--- src/design/assert_macros.svh ---
// ----------------------------------------------------------------------------
// Assertion macros
// Shared concurrent assertion forms for the steering block; they compile to
// nothing when SYNTHESIS is defined.
// ----------------------------------------------------------------------------
`ifndef ASSERT_MACROS_SVH
`define ASSERT_MACROS_SVH

`ifndef SYNTHESIS

// property must hold at every clock edge outside reset
`define AST_PROP(lbl, clk, rstn, prop) \
  lbl: assert property (@(posedge clk) disable iff (!rstn) prop) \
    else $error("assertion failed: property violated");

// expression must never be true outside reset
`define AST_NEVER(lbl, clk, rstn, expr) \
  lbl: assert property (@(posedge clk) disable iff (!rstn) !(expr)) \
    else $error("assertion failed: forbidden condition seen");

`else

`define AST_PROP(lbl, clk, rstn, prop)
`define AST_NEVER(lbl, clk, rstn, expr)

`endif

`endif

--- src/design/wdps_pkg.sv ---
// ----------------------------------------------------------------------------
// wdps_pkg
// Widths, register indexes, reset values and the controller command word of
// the wall distance PID steering block.
// ----------------------------------------------------------------------------
package wdps_pkg;

  // field and register widths
  localparam int unsigned DIST_W     = 12;
  localparam int unsigned BASE_W     = 7;
  localparam int unsigned LIM_W      = 10;
  localparam int unsigned GAIN_W     = 24;
  localparam int unsigned SPEED_W    = 8;
  localparam int unsigned CORR_W     = 11;
  localparam int unsigned CFG_ADDR_W = 3;
  localparam int unsigned CFG_DATA_W = 24;
  localparam int unsigned IN_DATA_W  = 16;
  localparam int unsigned IN_USER_W  = 2;
  localparam int unsigned OUT_DATA_W = 32;

  // register indexes on the config port
  localparam logic [CFG_ADDR_W-1:0] REG_TARGET = 3'd0;
  localparam logic [CFG_ADDR_W-1:0] REG_BASE   = 3'd1;
  localparam logic [CFG_ADDR_W-1:0] REG_LIMIT  = 3'd2;
  localparam logic [CFG_ADDR_W-1:0] REG_GAIN_P = 3'd3;
  localparam logic [CFG_ADDR_W-1:0] REG_GAIN_I = 3'd4;
  localparam logic [CFG_ADDR_W-1:0] REG_GAIN_D = 3'd5;

  // register reset values
  localparam logic [DIST_W-1:0] TARGET_RST = 12'd240;
  localparam logic [BASE_W-1:0] BASE_RST   = 7'd85;
  localparam logic [LIM_W-1:0]  LIMIT_RST  = 10'd640;
  localparam logic [GAIN_W-1:0] GAIN_P_RST = 24'd1572864;
  localparam logic [GAIN_W-1:0] GAIN_I_RST = 24'd10;
  localparam logic [GAIN_W-1:0] GAIN_D_RST = 24'd10;

  // integrator clamp, 100 cm in 1/16 cm
  localparam logic signed [11:0] INTEG_MAX = 12'sd1600;

  // multiplier operand select
  localparam logic [1:0] MUL_P = 2'd0;
  localparam logic [1:0] MUL_I = 2'd1;
  localparam logic [1:0] MUL_D = 2'd2;

  // controller to datapath command word
  typedef struct packed {
    logic       load;      // capture input word
    logic       err_en;    // error, integrator and difference step
    logic       mul_en;    // run the shared multiplier
    logic [1:0] mul_sel;   // which gain product
    logic       sum_init;  // start the product sum
    logic       sum_add;   // add the last product
    logic       corr_en;   // scale and clamp the correction
    logic       out_load;  // load the result word
  } wdps_cmd_t;

endpackage

--- src/design/wdps_ctrl.sv ---
// ----------------------------------------------------------------------------
// wdps_ctrl
// Sequencer for one control tick: error step, three gain products on the shared
// multiplier, product sum, correction clamp, result load; a restart word goes
// straight to the result load. Owns both handshakes.
`include "assert_macros.svh"

module wdps_ctrl (
  input  logic                 clk,
  input  logic                 rst_n,
  input  logic                 in_tvalid,
  input  logic                 in_restart,
  output logic                 in_tready,
  input  logic                 out_tready,
  output logic                 out_tvalid,
  output wdps_pkg::wdps_cmd_t  cmd
);

  localparam logic [2:0] S_IDLE = 3'd0;
  localparam logic [2:0] S_ERR  = 3'd1;
  localparam logic [2:0] S_MP   = 3'd2;
  localparam logic [2:0] S_MI   = 3'd3;
  localparam logic [2:0] S_MD   = 3'd4;
  localparam logic [2:0] S_SUM  = 3'd5;
  localparam logic [2:0] S_LIM  = 3'd6;
  localparam logic [2:0] S_OUT  = 3'd7;

  logic [2:0] state_r, state_nxt;
  logic       out_valid_r, out_valid_nxt;

  assign in_tready  = (state_r == S_IDLE);
  assign out_tvalid = out_valid_r;

  // next state and commands
  always_comb begin
    state_nxt = state_r;
    cmd       = '0;
    case (state_r)
      S_IDLE: begin
        if (in_tvalid) begin
          cmd.load  = 1'b1;
          state_nxt = in_restart ? S_OUT : S_ERR;
        end
      end
      S_ERR: begin
        cmd.err_en = 1'b1;
        state_nxt  = S_MP;
      end
      S_MP: begin
        cmd.mul_en  = 1'b1;
        cmd.mul_sel = wdps_pkg::MUL_P;
        state_nxt   = S_MI;
      end
      S_MI: begin
        cmd.mul_en   = 1'b1;
        cmd.mul_sel  = wdps_pkg::MUL_I;
        cmd.sum_init = 1'b1;
        state_nxt    = S_MD;
      end
      S_MD: begin
        cmd.mul_en  = 1'b1;
        cmd.mul_sel = wdps_pkg::MUL_D;
        cmd.sum_add = 1'b1;
        state_nxt   = S_SUM;
      end
      S_SUM: begin
        cmd.sum_add = 1'b1;
        state_nxt   = S_LIM;
      end
      S_LIM: begin
        cmd.corr_en = 1'b1;
        state_nxt   = S_OUT;
      end
      S_OUT: begin
        // wait here while the previous word is still unread
        if (!out_valid_r || out_tready) begin
          cmd.out_load = 1'b1;
          state_nxt    = S_IDLE;
        end
      end
      default: state_nxt = S_IDLE;
    endcase
  end

  // output word valid flag
  always_comb begin
    if (cmd.out_load) begin
      out_valid_nxt = 1'b1;
    end else if (out_tready) begin
      out_valid_nxt = 1'b0;
    end else begin
      out_valid_nxt = out_valid_r;
    end
  end

  always_ff @(posedge clk) begin
    if (!rst_n) begin
      state_r     <= S_IDLE;
      out_valid_r <= 1'b0;
    end else begin
      state_r     <= state_nxt;
      out_valid_r <= out_valid_nxt;
    end
  end

  `AST_PROP(a_accept_to_err, clk, rst_n, (in_tvalid && in_tready && !in_restart) |=> (state_r == S_ERR))
  `AST_PROP(a_no_overwrite, clk, rst_n, cmd.out_load |-> (!out_valid_r || out_tready))
  `AST_PROP(a_valid_from_out, clk, rst_n, $rose(out_valid_r) |-> ($past(state_r) == S_OUT))

endmodule

--- src/design/wdps_dp.sv ---
// ----------------------------------------------------------------------------
// wdps_dp
// Datapath: config registers, per-side integrator and last error, shared
// 25x14 multiplier with product sum, correction clamp, wheel speed mapping
// and the result register.
// ----------------------------------------------------------------------------
`include "assert_macros.svh"

module wdps_dp (
  input  logic                                 clk,
  input  logic                                 rst_n,
  input  logic                                 cfg_wr_en,
  input  logic [wdps_pkg::CFG_ADDR_W-1:0]      cfg_addr,
  input  logic [wdps_pkg::CFG_DATA_W-1:0]      cfg_wdata,
  input  logic [wdps_pkg::DIST_W-1:0]          in_dist,
  input  logic                                 in_side,
  input  logic                                 in_restart,
  input  wdps_pkg::wdps_cmd_t                  cmd,
  output logic [wdps_pkg::OUT_DATA_W-1:0]      out_word
);

  // configuration
  logic [wdps_pkg::DIST_W-1:0] tgt_r;
  logic [wdps_pkg::BASE_W-1:0] base_r;
  logic [wdps_pkg::LIM_W-1:0]  lim_r;
  logic [wdps_pkg::GAIN_W-1:0] kp_r, ki_r, kd_r;

  // captured input word
  logic [wdps_pkg::DIST_W-1:0] dist_r;
  logic                        side_r;
  logic                        rst_item_r;

  // per-side history, index 0 right wall, 1 left wall
  logic signed [11:0] integ_r [2];
  logic signed [12:0] prev_r  [2];

  // error step
  logic signed [12:0] err;
  logic signed [11:0] integ_sel;
  logic signed [12:0] prev_sel;
  logic signed [13:0] acc_raw;
  logic signed [11:0] acc_cl;
  logic signed [13:0] diff;
  logic signed [12:0] err_r;
  logic signed [11:0] acc_r;
  logic signed [13:0] diff_r;

  // multiply and sum
  logic        [wdps_pkg::GAIN_W-1:0] gain_op;
  logic signed [13:0] mul_b;
  logic signed [38:0] prod_r;
  logic signed [39:0] sum_r;

  // correction
  logic signed [19:0] sum_sh;
  logic signed [19:0] lim_ext;
  logic signed [10:0] lim_s;
  logic signed [10:0] corr_nxt;
  logic signed [10:0] corr_r;

  // speed mapping
  logic signed [12:0] n_plus, n_minus;
  logic signed [15:0] base160, corr16, corr_x11, n_left;
  logic signed [15:0] n_left_abs;
  logic        [9:0]  q_pre;
  logic        [17:0] q_mul;
  logic        [7:0]  q160;
  logic signed [8:0]  div160;
  logic signed [8:0]  spd_plus, spd_minus;
  logic        [7:0]  left_nxt, right_nxt;
  logic        [7:0]  left_r, right_r;
  logic        [10:0] corr_out_r;

  // truncate toward zero, divide by 16
  function automatic logic signed [8:0] trunc16(input logic signed [12:0] x);
    logic signed [12:0] adj;
    adj = x[12] ? (x + 13'sd15) : x;
    return $signed(adj[12:4]);
  endfunction

  // cap from above only
  function automatic logic [7:0] cap95(input logic signed [8:0] s);
    return (s > 9'sd95) ? 8'd95 : s[7:0];
  endfunction

  // config write port
  always_ff @(posedge clk) begin
    if (!rst_n) begin
      tgt_r  <= wdps_pkg::TARGET_RST;
      base_r <= wdps_pkg::BASE_RST;
      lim_r  <= wdps_pkg::LIMIT_RST;
      kp_r   <= wdps_pkg::GAIN_P_RST;
      ki_r   <= wdps_pkg::GAIN_I_RST;
      kd_r   <= wdps_pkg::GAIN_D_RST;
    end else if (cfg_wr_en) begin
      case (cfg_addr)
        wdps_pkg::REG_TARGET: tgt_r  <= cfg_wdata[wdps_pkg::DIST_W-1:0];
        wdps_pkg::REG_BASE:   base_r <= cfg_wdata[wdps_pkg::BASE_W-1:0];
        wdps_pkg::REG_LIMIT:  lim_r  <= cfg_wdata[wdps_pkg::LIM_W-1:0];
        wdps_pkg::REG_GAIN_P: kp_r   <= cfg_wdata[wdps_pkg::GAIN_W-1:0];
        wdps_pkg::REG_GAIN_I: ki_r   <= cfg_wdata[wdps_pkg::GAIN_W-1:0];
        wdps_pkg::REG_GAIN_D: kd_r   <= cfg_wdata[wdps_pkg::GAIN_W-1:0];
        default: ;
      endcase
    end
  end

  // input capture
  always_ff @(posedge clk) begin
    if (cmd.load) begin
      dist_r     <= in_dist;
      side_r     <= in_side;
      rst_item_r <= in_restart;
    end
  end

  // error, clamped integrator, difference
  always_comb begin
    integ_sel = integ_r[side_r];
    prev_sel  = prev_r[side_r];
    err       = $signed({1'b0, dist_r}) - $signed({1'b0, tgt_r});
    acc_raw   = $signed({{2{integ_sel[11]}}, integ_sel}) + $signed({err[12], err});
    if (acc_raw > 14'sd1600) begin
      acc_cl = wdps_pkg::INTEG_MAX;
    end else if (acc_raw < -14'sd1600) begin
      acc_cl = -wdps_pkg::INTEG_MAX;
    end else begin
      acc_cl = acc_raw[11:0];
    end
    diff = $signed({err[12], err}) - $signed({prev_sel[12], prev_sel});
  end

  // history registers; restart clears both sides
  always_ff @(posedge clk) begin
    if (!rst_n) begin
      integ_r[0] <= '0;
      integ_r[1] <= '0;
      prev_r[0]  <= '0;
      prev_r[1]  <= '0;
    end else if (cmd.load && in_restart) begin
      integ_r[0] <= '0;
      integ_r[1] <= '0;
      prev_r[0]  <= '0;
      prev_r[1]  <= '0;
    end else if (cmd.err_en) begin
      integ_r[side_r] <= acc_cl;
      prev_r[side_r]  <= err;
    end
  end

  always_ff @(posedge clk) begin
    if (cmd.err_en) begin
      err_r  <= err;
      acc_r  <= acc_cl;
      diff_r <= diff;
    end
  end

  // shared multiplier operands
  always_comb begin
    case (cmd.mul_sel)
      wdps_pkg::MUL_P: begin
        gain_op = kp_r;
        mul_b   = $signed({err_r[12], err_r});
      end
      wdps_pkg::MUL_I: begin
        gain_op = ki_r;
        mul_b   = $signed({{2{acc_r[11]}}, acc_r});
      end
      default: begin
        gain_op = kd_r;
        mul_b   = diff_r;
      end
    endcase
  end

  // product register and running sum
  always_ff @(posedge clk) begin
    if (cmd.mul_en) begin
      prod_r <= $signed({1'b0, gain_op}) * mul_b;
    end
    if (cmd.sum_init) begin
      sum_r <= $signed({prod_r[38], prod_r});
    end else if (cmd.sum_add) begin
      sum_r <= sum_r + $signed({prod_r[38], prod_r});
    end
  end

  // floor by 2^20, then clamp to the limit
  always_comb begin
    sum_sh  = sum_r[39:20];
    lim_ext = $signed({10'b0, lim_r});
    lim_s   = $signed({1'b0, lim_r});
    if (sum_sh > lim_ext) begin
      corr_nxt = lim_s;
    end else if (sum_sh < -lim_ext) begin
      corr_nxt = -lim_s;
    end else begin
      corr_nxt = sum_sh[10:0];
    end
  end

  always_ff @(posedge clk) begin
    if (cmd.corr_en) begin
      corr_r <= corr_nxt;
    end
  end

  // wheel speeds
  always_comb begin
    n_plus  = $signed({2'b0, base_r, 4'b0}) + $signed({{2{corr_r[10]}}, corr_r});
    n_minus = $signed({2'b0, base_r, 4'b0}) - $signed({{2{corr_r[10]}}, corr_r});
    // 160*base - 11*corr, divided by 160 toward zero: /32 then /5 by reciprocal
    base160    = $signed({2'b0, base_r, 7'b0}) + $signed({4'b0, base_r, 5'b0});
    corr16     = $signed({{5{corr_r[10]}}, corr_r});
    corr_x11   = (corr16 <<< 3) + (corr16 <<< 1) + corr16;
    n_left     = base160 - corr_x11;
    n_left_abs = n_left[15] ? -n_left : n_left;
    q_pre      = n_left_abs[14:5];
    q_mul      = {8'b0, q_pre} * 18'd205;
    q160       = q_mul[17:10];
    div160     = n_left[15] ? -$signed({1'b0, q160}) : $signed({1'b0, q160});
    spd_plus   = trunc16(n_plus);
    spd_minus  = trunc16(n_minus);
    if (rst_item_r) begin
      left_nxt  = '0;
      right_nxt = '0;
    end else if (side_r) begin
      right_nxt = cap95(spd_plus);
      left_nxt  = cap95(div160);
    end else begin
      left_nxt  = cap95(spd_plus);
      right_nxt = cap95(spd_minus);
    end
  end

  // result word
  always_ff @(posedge clk) begin
    if (cmd.out_load) begin
      left_r     <= left_nxt;
      right_r    <= right_nxt;
      corr_out_r <= rst_item_r ? 11'd0 : corr_r;
    end
  end

  assign out_word = {5'b0, corr_out_r, right_r, left_r};

  `AST_PROP(a_integ_range, clk, rst_n, (integ_r[0] <= wdps_pkg::INTEG_MAX) && (integ_r[0] >= -wdps_pkg::INTEG_MAX) && (integ_r[1] <= wdps_pkg::INTEG_MAX) && (integ_r[1] >= -wdps_pkg::INTEG_MAX))
  `AST_NEVER(a_corr_range, clk, rst_n, $past(cmd.corr_en) && ((corr_r > lim_s) || (corr_r < -lim_s)))

endmodule

--- src/design/wall_distance_pid_steering.sv ---
// ----------------------------------------------------------------------------
// wall_distance_pid_steering
// Wall-following PID steering: one sonar distance in, two wheel speeds and
// the clamped correction out, with per-side integrator and last error.
// ----------------------------------------------------------------------------
//
//   channel  dir  word contents (lowest bits first)
//   in_*     in   tdata: wall_distance[11:0]; tuser: follow_left, restart
//   out_*    out  tdata: left_speed[7:0], right_speed[15:8], correction_out[26:16]
//   cfg_*    in   write only: index 0..5, data 24 bits
//
// A normal word runs from accept through one error step, three gain products
// in turn on the single 25x14 multiplier, sum, clamp and result load before
// the next word is taken. A restart word goes straight to the result load.
// Reset (rst_n low, synchronous) loads the register defaults and zeroes
// both histories. The next word is taken while a result waits; a stalled
// output holds the sequencer in its load step.
// ----------------------------------------------------------------------------
module wall_distance_pid_steering (
  input  logic                                 clk,
  input  logic                                 rst_n,
  // config write port
  input  logic                                 cfg_wr_en,
  input  logic [wdps_pkg::CFG_ADDR_W-1:0]      cfg_addr,
  input  logic [wdps_pkg::CFG_DATA_W-1:0]      cfg_wdata,
  // input word
  input  logic                                 in_tvalid,
  output logic                                 in_tready,
  input  logic [wdps_pkg::IN_DATA_W-1:0]       in_tdata,  // wall_distance[11:0]
  input  logic [wdps_pkg::IN_USER_W-1:0]       in_tuser,  // follow_left[0], restart[1]
  // result word
  output logic                                 out_tvalid,
  input  logic                                 out_tready,
  output logic [wdps_pkg::OUT_DATA_W-1:0]      out_tdata  // left[7:0] right[15:8] corr[26:16]
);

  wdps_pkg::wdps_cmd_t cmd;

  wdps_ctrl u_ctrl (
    .clk        (clk),
    .rst_n      (rst_n),
    .in_tvalid  (in_tvalid),
    .in_restart (in_tuser[1]),
    .in_tready  (in_tready),
    .out_tready (out_tready),
    .out_tvalid (out_tvalid),
    .cmd        (cmd)
  );

  wdps_dp u_dp (
    .clk        (clk),
    .rst_n      (rst_n),
    .cfg_wr_en  (cfg_wr_en),
    .cfg_addr   (cfg_addr),
    .cfg_wdata  (cfg_wdata),
    .in_dist    (in_tdata[wdps_pkg::DIST_W-1:0]),
    .in_side    (in_tuser[0]),
    .in_restart (in_tuser[1]),
    .cmd        (cmd),
    .out_word   (out_tdata)
  );

endmodule
--- config.mk ---
export PLATFORM = sky130hd
export DESIGN_NAME = wall_distance_pid_steering
export DESIGN_NICKNAME = d
export VERILOG_FILES = /design/src/design/wdps_pkg.sv /design/src/design/wdps_ctrl.sv /design/src/design/wdps_dp.sv /design/src/design/wall_distance_pid_steering.sv
export VERILOG_INCLUDE_DIRS = /design/src /design/src/design
export SDC_FILE = /design/constraint.sdc
export NUM_CORES = 2
export LEC_CHECK = 0
export ABC_CLOCK_PERIOD_IN_PS = 28000
export BUFFER_PORTS_ARGS = -buffer_cell sky130_fd_sc_hd__buf_2
export CAP_MARGIN = 20
export CELL_PAD_IN_SITES_DETAIL_PLACEMENT = 0
export CELL_PAD_IN_SITES_GLOBAL_PLACEMENT = 1
export CORE_MARGIN = 4
export CORE_UTILIZATION = 40
export CTS_CLUSTER_SIZE = 16
export DETAILED_ROUTE_END_ITERATION = 10
export PLACE_DENSITY = 0.66
export SLEW_MARGIN = 10
export SYNTH_ARGS = -nofsm -noshare
export SYNTH_HDL_FRONTEND = slang
export SYNTH_HIERARCHICAL = 1
export SYNTH_SLANG_ARGS = --single-unit
--- constraint.sdc ---
create_clock -name clk -period 28 [get_ports clk]
set_input_delay 5.6 -clock clk [delete_from_list [all_inputs] [get_ports clk]]
set_output_delay 5.6 -clock clk [all_outputs]
set_load 0.02 [all_outputs]
==> results.yml <==
status:
  status: "finished, final reports clean"
clocking:
  ctsHtreeMaxLevel: 2
  hold_buffers: 0
  clk_latency_ns: 0.60
  cts_buffers: 40
  cts.sinks: 326
  postCtsSetupBuffers: 0
  post_cts_resized: 0
  clk_path_buf_depth: 3
  tritoncts: "yes"
  path_clk_slew_ns: 0.06
  clockRootBuffer: "clkbuf_16"
yosys:
  ys_ff_latch: 326
  synth-seq-area-share: 0.270
  synth_fa_ha_area_frac: 0.313
  synth-edff-count: 220
  synth_top_family_by_area: "adder cells"
  syn-cell-area_mm2: 0.0323
  synth-compound-area-share: 0.123
  ys_warn_count: 6
  async_reset_ff_frac: 0
  synth_flop_cell: "edfxtp_1"
  synthXorXnorAreaFrac: 0.0466
  netlist_instances: 3493
  synth.largest_area_cell: "edfxtp_1"
  synth_most_common_cell: "nand2_1"
  ys_top_cells_by_count: "nand2_1 (545), inv_1 (432), ha_1 (327), fa_1 (301), nor2_1 (288)"
  synth_mux_area_frac: 0.0276
  yosysUniqueCellTypes: 88
  netlist.area_leader.share: 0.204
  synth_area_leaders: "edfxtp_1 (20%), fa_1 (19%), ha_1 (13%), dfxtp_1 (6.6%), nand2_1 (6.3%)"
  syn_area_per_cell_um2: 9.25
  synth_simple_gate_area_frac: 0.154
hold_path:
  hold_class: "flip-flop to flip-flop"
  hold_start: "u_dp/kp_r[1]"
  hold_path_end: "u_dp/kp_r[1]"
  min_path_cells: 2
worst_setup_path:
  reg2reg_depth: 33
  r2r_setup_slack_ns: 17.62
  max_stage_delay_ns: 0.62
  rr_startpoint: "u_dp/corr_r[2]"
  required_ns: 28.38
  crit_family: "adder cells"
  crit_path_end_kind: "flip-flop"
  start_kind: "flip-flop"
  worst-path-buf-inv: 3
  r2r-end: "u_dp/left_r[6]"
  path_max_fanout: 9
  crit_path_top_delay_cell: "fa_1"
  path_class: "flip-flop to flip-flop"
  crit_arrival_ns: 10.76
  crit_start: "u_dp/corr_r[2]"
timing:
  worst_pin_slew_ns: 1.06
  rsz0062_at_grt: "false"
  max_freq_ghz: 0.0963
  layout_min_cycle_time_ns: 10.38
  final-hold-violation-count: 0
  setup_viol: 0
  setup-tns-final_ns: 0
  max-slew-margin-rel: 0.292
  final.period_utilization: 0.371
  finalMaxSlewViolations: 0
  finalClockSkew_ns: 0.0437
global_route:
  grt_pass1_wl_mm: 136
  grt_pass1_vias: 23900
  overflow: 0
  antenna_found_initial: 2
  grt_use_total: 0.199
  grt_max_degree: 105
layout:
  multiInputGateArea_mm2: 0.0216
  num-fill-cells: 7871
  seq_area_mm2: 0.00873
  drive_gt1_frac: 0.0692
  nets: 4214
  syn_to_final_growth_pct: 9.26
flow_run:
  max-cap-violations: 0
detailed_routing:
  wl_per_cell_um: 18.3
  via_count: 23600
  drtAntennaViolNets: 0
  via_per_inst: 5.12
  drc: 0
  firstDrtPassIters: 5
  drt_iter0_drc: 1406
  wirelength_mm: 84.7
placement:
  place_congestion: 0.818
  io_buffers: 74
  post-dp-hpwl_mm: 64.7
floorplanning:
  die-area_mm2: 0.0854
  start_util: 0.406
  fp.dieW_um: 292
  core_area_mm2: 0.0795
  die_h_um: 292
  rows: 103
  io_pins: 84
## layout by cell type, fill, tap and decap left out, types with 35 or more instances in the layout
cell	synthesis	final
ha_1	327	327
inv_1	432	430
xnor2_1	115	115
buf_4	7	41
nor2b_1	42	41
clkbuf_16	0	42
o21ai_0	116	112
a21boi_0	95	95
xor2_1	55	55
nand2_1	545	545
edfxtp_1	220	220
fa_1	301	301
nand3_1	51	51
mux2i_1	70	70
a21oi_1	131	124
nor2_1	288	286
buf_2	0	74
a21o_1	44	44
and2_1	35	35
dfxtp_1	106	106
nor3_1	39	38
o21a_1	50	50
## flip-flops by register name (all words and copies together) (netlist names), 13 cells and up, named ones only
signal and flops:
u_dp/err_r 13, u_dp/diff_r 14, u_dp/kp_r 24, u_dp/integ_r 24, u_dp/prod_r 39, u_dp/sum_r 40
u_dp/prev_r 26, u_dp/ki_r 24, u_dp/kd_r 24
## tightest hold or removal path, cell delays in order (launching register included)
cell      delay [ns]
dfxtp_1         0.31
nand2_1         0.04
a21boi_0        0.06
## cells by family after synthesis
kind of cell / after synthesis
fa+ha+maj: 628
compound gates: 604
flops: 326
other cells: 1
mux: 87
xor+xnor: 171
buf+inv: 550
simple gates: 1126
## worst max path at each step
stage                                 to  slack [ns]  depth (start not counted)
final                     u_dp/left_r[6]       17.62                         33
after floorplan           u_dp/left_r[0]       19.11                         35
after global placement    u_dp/left_r[0]       17.50                         35
after global routing      u_dp/left_r[6]       16.84                         35
after CTS                 u_dp/left_r[6]       17.47                         35
after detailed placement  u_dp/left_r[6]       17.52                         35
## metal layers
layer  part of all wire  GRT usage  vias up
met4              0.014     0.0329        0
met3              0.036     0.0225       64
li1                   -          -    11700
met5                  0          0        -
met1               0.49      0.288    11500
met2               0.46      0.327      351
## metrics by stage
step,setup WS [ns],utilization,area (µm²),hold WS [ns],instances
after global routing,16.84,0.444,35300,0.485,4618
after CTS,17.47,0.444,35300,0.467,4617
after floorplan,19.11,-,32300,0.440,3497
after detailed placement,17.52,0.427,33900,0.454,4544
after global placement,17.50,0.427,33900,0.450,4544
final,17.62,0.444,35300,0.465,4618
## cell type report
| type | instances | share of cell area |
|---|---|---|
| Antenna cell | 1 | 0.0000709 |
| Clock buffer | 54 | 0.0322 |
| Clock inverter | 19 | 0.00698 |
| Inverter | 432 | 0.0459 |
| Multi-Input combinational cell | 2621 | 0.611 |
| Sequential cell | 326 | 0.247 |
| Tap cell | 1050 | 0.0372 |
| Timing Repair Buffer | 115 | 0.0192 |
Power is not shown: default switching activity piles up to over one toggle a cycle in this logic, so the estimate is an artifact.
